File: config.mk
export PLATFORM = sky130hd
export DESIGN_NAME = rlre_ctrl
export DESIGN_NICKNAME = d
export VERILOG_FILES = /design/src/hw/rtl/rlre_pkg.sv /design/src/hw/rtl/rlre_ctrl.sv
export SDC_FILE = /design/constraint.sdc
export NUM_CORES = 1
export LEC_CHECK = 0
export BUFFER_PORTS_ARGS = -buffer_cell sky130_fd_sc_hd__buf_4
export CORE_MARGIN = 3
export CORE_UTILIZATION = 51
export DETAILED_ROUTE_END_ITERATION = 10
export GPL_TIMING_DRIVEN = 0
export PLACE_DENSITY = 0.79
export SETUP_SLACK_MARGIN = 0.05
export SYNTH_ARGS = -nofsm -noshare
export SYNTH_HDL_FRONTEND = slang
export SYNTH_SLANG_ARGS = --single-unit
File: constraint.sdc
create_clock -name clk -period 2.2 [get_ports clk]
set_input_delay 0.22 -clock clk [delete_from_list [all_inputs] [get_ports clk]]
set_output_delay 0.22 -clock clk [all_outputs]
set_load 0.1 [all_outputs]
File: src/hw/rtl/rlre_pkg.sv
// Shared types and constants of the ranked-list local rank error block.
`default_nettype none

package rlre_pkg;

  localparam int RANK_W   = 12;
  localparam int WGT_W    = 9;
  localparam int LEN_W    = 13;
  localparam int SCORE_W  = 18;
  localparam int ERR_W    = 48;
  localparam int STEP_W   = 5;
  localparam int LOG_FRAC = 30;
  localparam int QUO_BITS = 17;
  localparam int CFG_IDX_W = 1;

  localparam logic [WGT_W-1:0] WGT_RESET = 9'd128;

  // Register indexes of the configuration port
  localparam logic [CFG_IDX_W-1:0] CFG_REL_WEIGHT  = 1'b0;
  localparam logic [CFG_IDX_W-1:0] CFG_CRED_WEIGHT = 1'b1;

  localparam logic [STEP_W-1:0] LOG_STEP_LAST = 5'd29;
  localparam logic [STEP_W-1:0] QUO_STEP_LAST = 5'd16;

  localparam logic [SCORE_W-1:0] SCORE_ONE     = 18'h10000;
  localparam logic [SCORE_W-1:0] SCORE_NEG_ONE = 18'h30000;

  typedef struct packed {
    logic              load_in;
    logic              prod_mul;
    logic              log_init;
    logic              log_step;
    logic              div_init;
    logic              div_step;
    logic              x_load;
    logic              frac_mul;
    logic              err_acc;
    logic              adv;
    logic              norm_init;
    logic              norm_acc;
    logic              cmp_init;
    logic              quo_step;
    logic              out_load;
    logic              norm_mode;
    logic [STEP_W-1:0] step;
  } rlre_cmd_t;

  typedef struct packed {
    logic pair_need;
    logic last;
    logic n_small;
    logic j_last;
    logic big;
    logic out_free;
  } rlre_sts_t;

endpackage

`default_nettype wire

File: src/hw/rtl/rlre_ctrl.sv
// Sequencer of the local rank error block: steps the datapath per item and per list.
`default_nettype none

module rlre_ctrl import rlre_pkg::*; #(
  parameter int FRAC_BITS = 16
) (
  input  wire logic      clk,
  input  wire logic      rst_n,
  input  wire logic      in_valid,
  output logic           in_ready,
  input  wire rlre_sts_t st,
  output rlre_cmd_t      cmd
);

  localparam logic [3:0] S_IDLE = 4'd0;
  localparam logic [3:0] S_CHK  = 4'd1;
  localparam logic [3:0] S_LOGI = 4'd2;
  localparam logic [3:0] S_LOGS = 4'd3;
  localparam logic [3:0] S_DIVI = 4'd4;
  localparam logic [3:0] S_DIVS = 4'd5;
  localparam logic [3:0] S_FMUL = 4'd6;
  localparam logic [3:0] S_ACC  = 4'd7;
  localparam logic [3:0] S_ADV  = 4'd8;
  localparam logic [3:0] S_NCHK = 4'd9;
  localparam logic [3:0] S_NACC = 4'd10;
  localparam logic [3:0] S_CMP  = 4'd11;
  localparam logic [3:0] S_QUO  = 4'd12;
  localparam logic [3:0] S_OUT  = 4'd13;

  logic [3:0]        state_r, state_nxt;
  logic [STEP_W-1:0] step_r, step_nxt;
  logic              norm_r, norm_nxt;

  always_ff @(posedge clk) begin
    if (!rst_n) begin
      state_r <= S_IDLE;
      step_r  <= '0;
      norm_r  <= 1'b0;
    end else begin
      state_r <= state_nxt;
      step_r  <= step_nxt;
      norm_r  <= norm_nxt;
    end
  end

  assign in_ready = (state_r == S_IDLE);

  always_comb begin
    state_nxt     = state_r;
    step_nxt      = step_r;
    norm_nxt      = norm_r;
    cmd           = '0;
    cmd.norm_mode = norm_r;
    cmd.step      = step_r;
    case (state_r)
      S_IDLE: begin
        if (in_valid) begin
          cmd.load_in = 1'b1;
          state_nxt   = S_CHK;
        end
      end
      S_CHK: begin
        norm_nxt  = 1'b0;
        state_nxt = st.pair_need ? S_LOGI : S_ADV;
      end
      S_LOGI: begin
        cmd.log_init = 1'b1;
        cmd.prod_mul = 1'b1;
        step_nxt     = LOG_STEP_LAST;
        state_nxt    = S_LOGS;
      end
      S_LOGS: begin
        cmd.log_step = 1'b1;
        if (step_r == '0) begin
          state_nxt = S_DIVI;
        end else begin
          step_nxt = step_r - STEP_W'(1);
        end
      end
      S_DIVI: begin
        cmd.div_init = 1'b1;
        cmd.x_load   = 1'b1;
        step_nxt     = STEP_W'(FRAC_BITS);
        state_nxt    = S_DIVS;
      end
      S_DIVS: begin
        cmd.div_step = 1'b1;
        if (step_r == '0) begin
          state_nxt = S_FMUL;
        end else begin
          step_nxt = step_r - STEP_W'(1);
        end
      end
      S_FMUL: begin
        cmd.frac_mul = 1'b1;
        state_nxt    = norm_r ? S_NACC : S_ACC;
      end
      S_ACC: begin
        cmd.err_acc = 1'b1;
        state_nxt   = S_ADV;
      end
      S_ADV: begin
        cmd.adv   = 1'b1;
        state_nxt = st.last ? S_NCHK : S_IDLE;
      end
      S_NCHK: begin
        cmd.norm_init = 1'b1;
        norm_nxt      = 1'b1;
        state_nxt     = st.n_small ? S_CMP : S_LOGI;
      end
      S_NACC: begin
        cmd.norm_acc = 1'b1;
        state_nxt    = st.j_last ? S_CMP : S_LOGI;
      end
      S_CMP: begin
        cmd.cmp_init = 1'b1;
        step_nxt     = QUO_STEP_LAST;
        state_nxt    = st.big ? S_OUT : S_QUO;
      end
      S_QUO: begin
        cmd.quo_step = 1'b1;
        if (step_r == '0) begin
          state_nxt = S_OUT;
        end else begin
          step_nxt = step_r - STEP_W'(1);
        end
      end
      S_OUT: begin
        if (st.out_free) begin
          cmd.out_load = 1'b1;
          state_nxt    = S_IDLE;
        end
      end
      default: begin
        state_nxt = S_IDLE;
      end
    endcase
  end

endmodule

`default_nettype wire

==> flow_summary.json <==
{
  "cts_setup_buffers": 0,
  "finClkSkew_ns": 0.00514,
  "final_util_pct": 82.0,
  "track_usage_pct": 24.3,
  "via_per_inst": 6.02,
  "dp_slack_ns": 0.214,
  "postRouteAntennaNets": 0,
  "synth-seq-cells": 10,
  "cts_tree": "built",
  "wl_um": 2970,
  "dpl.hpwl_um": 2200,
  "synth_area_per_cell_um2": 7.35,
  "status": "finished, final reports clean",
  "drc": 0,
  "die_y_um": 51.2,
  "drv_slew": 0,
  "syn_inst": 142,
  "grt_max_degree": 11,
  "die_x_um": 51.2,
  "cts-root-buf": "clkbuf_4",
  "grt_pass1_wl_um": 4900,
  "max_freq_mhz": 481,
  "synth_top_area_share_pct": 19.2,
  "end_kind": "output pin",
  "routedWlPerCell_um": 14.8,
  "relSlewSlack_pct": 64.9,
  "initial_utilization_pct": 57.3,
  "arrival_ns": 1.86,
  "synth_async_sr_flop_share_pct": 0,
  "h-tree-depth": 1,
  "syn_nets": 153,
  "antenna_cells": 0,
  "numCtsBuffers": 3,
  "finalSetupTns_ns": 0,
  "final.period_utilization_pct": 94.4,
  "fillCellCount": 122,
  "rsz0062_at_grt": "false",
  "hold_ws_ns": 0.350,
  "ys_warn_count": 0,
  "dr.pass1.iters": 4,
  "cp-start-kind": "register",
  "ios": 31,
  "seq_area_frac_synth_pct": 19.2,
  "antenna_found_initial": 0,
  "clk-insertion-delay-late_ns": 0.28,
  "core_um2": 1820,
  "required_ns": 1.98,
  "io_buffers": 29,
  "setup_viol": 0,
  "ctsLongestPathBuffers": 2,
  "gp_congestion": 0.885,
  "worst_slack_ns": 0.123,
  "worst_slew_pin_slew_ns": 0.524,
  "synth_flop_cell": "dfxtp_1",
  "cts.sinks": 10,
  "synth_area_leaders": "dfxtp_1, nand2b_1, nor2_1",
  "crit_type": "register to output pin",
  "synth_cell_types": 46,
  "worstPathMaxFanout": 10,
  "finalCriticalPeriod_ns": 2.08,
  "rows": 15,
  "max_cap_viol_count": 0,
  "dieArea_um2": 2630,
  "yosysTopAreaCell": "dfxtp_1",
  "hp-class": "input pin to register",
  "hold_violations": 0,
  "grt_overflow": 0,
  "nets": 187,
  "drive_gt1_share_pct": 44.0,
  "via_count": 1203,
  "grt_pass1_vias": 1064,
  "clk_pin_slew_ns": 0.07,
  "syn_area_um2": 1040,
  "syn2layout_area_growth_pct": 43.0,
  "synth-edff-count": 0,
  "drt_iter0_drc": 30
}
[flip-flops by register name (all words and copies together), names as in the netlist]
name and count:
norm_r 1, state_r 4, step_r 5
[final cells by class]
class                           instances  area [um2]  area share (%)
Multi-Input combinational cell        110         805            53.9
Buffer                                 17         166            11.1
Timing Repair Buffer                   29         225            15.1
Inverter                                5        18.8            1.26
Sequential cell                        10         210            14.1
Tap cell                               25        31.3            2.10
Clock buffer                            4        36.3            2.43
[layout by cell type, fill, tap and decap left out, types with 3 or more instances in the layout]
cell type and instances:
a21oi_1 10, dfxtp_2 5, nand2_1 7, clkbuf_4 3, dfxtp_1 4, o21a_1 7, nand2b_1 9, nor2b_1 5
nor2_2 5, nor3_2 3, buf_6 7, nor2_1 9, nor3_1 4, o22a_1 3, o21ai_0 7, buf_4 31
clkbuf_8 4, inv_1 5
[what timing repair did]
action / 4_1_cts / 5_1_grt
hold endpoints to repair: 0 / 0
endpoints found under the setup margin: 1 / 2
resized for setup: 1 / 2
hold buffers: 0 / 0
[final timing paths]
kind | start | endpoint | slack (ns) | cells after the start
setup reg to reg | step_r[0] | step_r[4] | 0.26 | 8
hold reg to reg | step_r[3] | step_r[3] | 0.49 | 2
hold / removal | rst_n | state_r[2] | 0.35 | 2
setup / recovery | state_r[0] | cmd[10] | 0.12 | 6
[logic make-up (layout without fill, tap and decap cells)]
kind of cell	after synthesis	in the layout	synth area share (%)
flops	10	10	19.2
simple gates	58	58	32.4
buf+inv	22	55	10.2
mux	2	2	2.04
compound gates	46	46	32.0
fa+ha+maj	3	3	3.36
xor+xnor	1	1	0.839
[critical path: stages, from the launching register on]
cell and delay (ns):
dfxtp_1 0.46, buf_6 0.18, clkbuf_2 0.24, nand2b_1 0.16, nor2_1 0.18, buf_4 0.14, buf_6 0.21
[metal layers]
metal	wire length [um]	part of all wire (%)	vias to the layer above	track usage, %
met5	0	0	-	0
met4	60	2.0	0	13.5
met3	222	7.5	7	1.75
met2	1400	47	48	39.3
met1	1280	43	566	31.8
li1	-	-	582	-
[through the flow]
stage	cells	area [um2]
detailed placement	196	1450
finish	200	1490
floorplan	142	1200
global placement	196	1450
global route	200	1490
CTS	200	1490
[synth_stat cells (2+ instances only)]
cell,instances
nor4_1,2
nor2b_1,5
a21oi_1,10
ha_1,2
inv_1,5
o21ai_0,7
nand3_1,2
nand2b_1,9
o21bai_1,2
nand2_1,7
o21a_1,7
o22a_1,3
buf_2,7
o22ai_1,2
or4b_1,2
buf_4,4
nor3_1,9
a211oi_2,2
clkbuf_1,5
nor2_1,14
a211oi_1,2
dfxtp_1,10
Power is left out: the tool's default activity adds up to more than one toggle a clock period on the data nets, which glitch-free logic cannot reach.
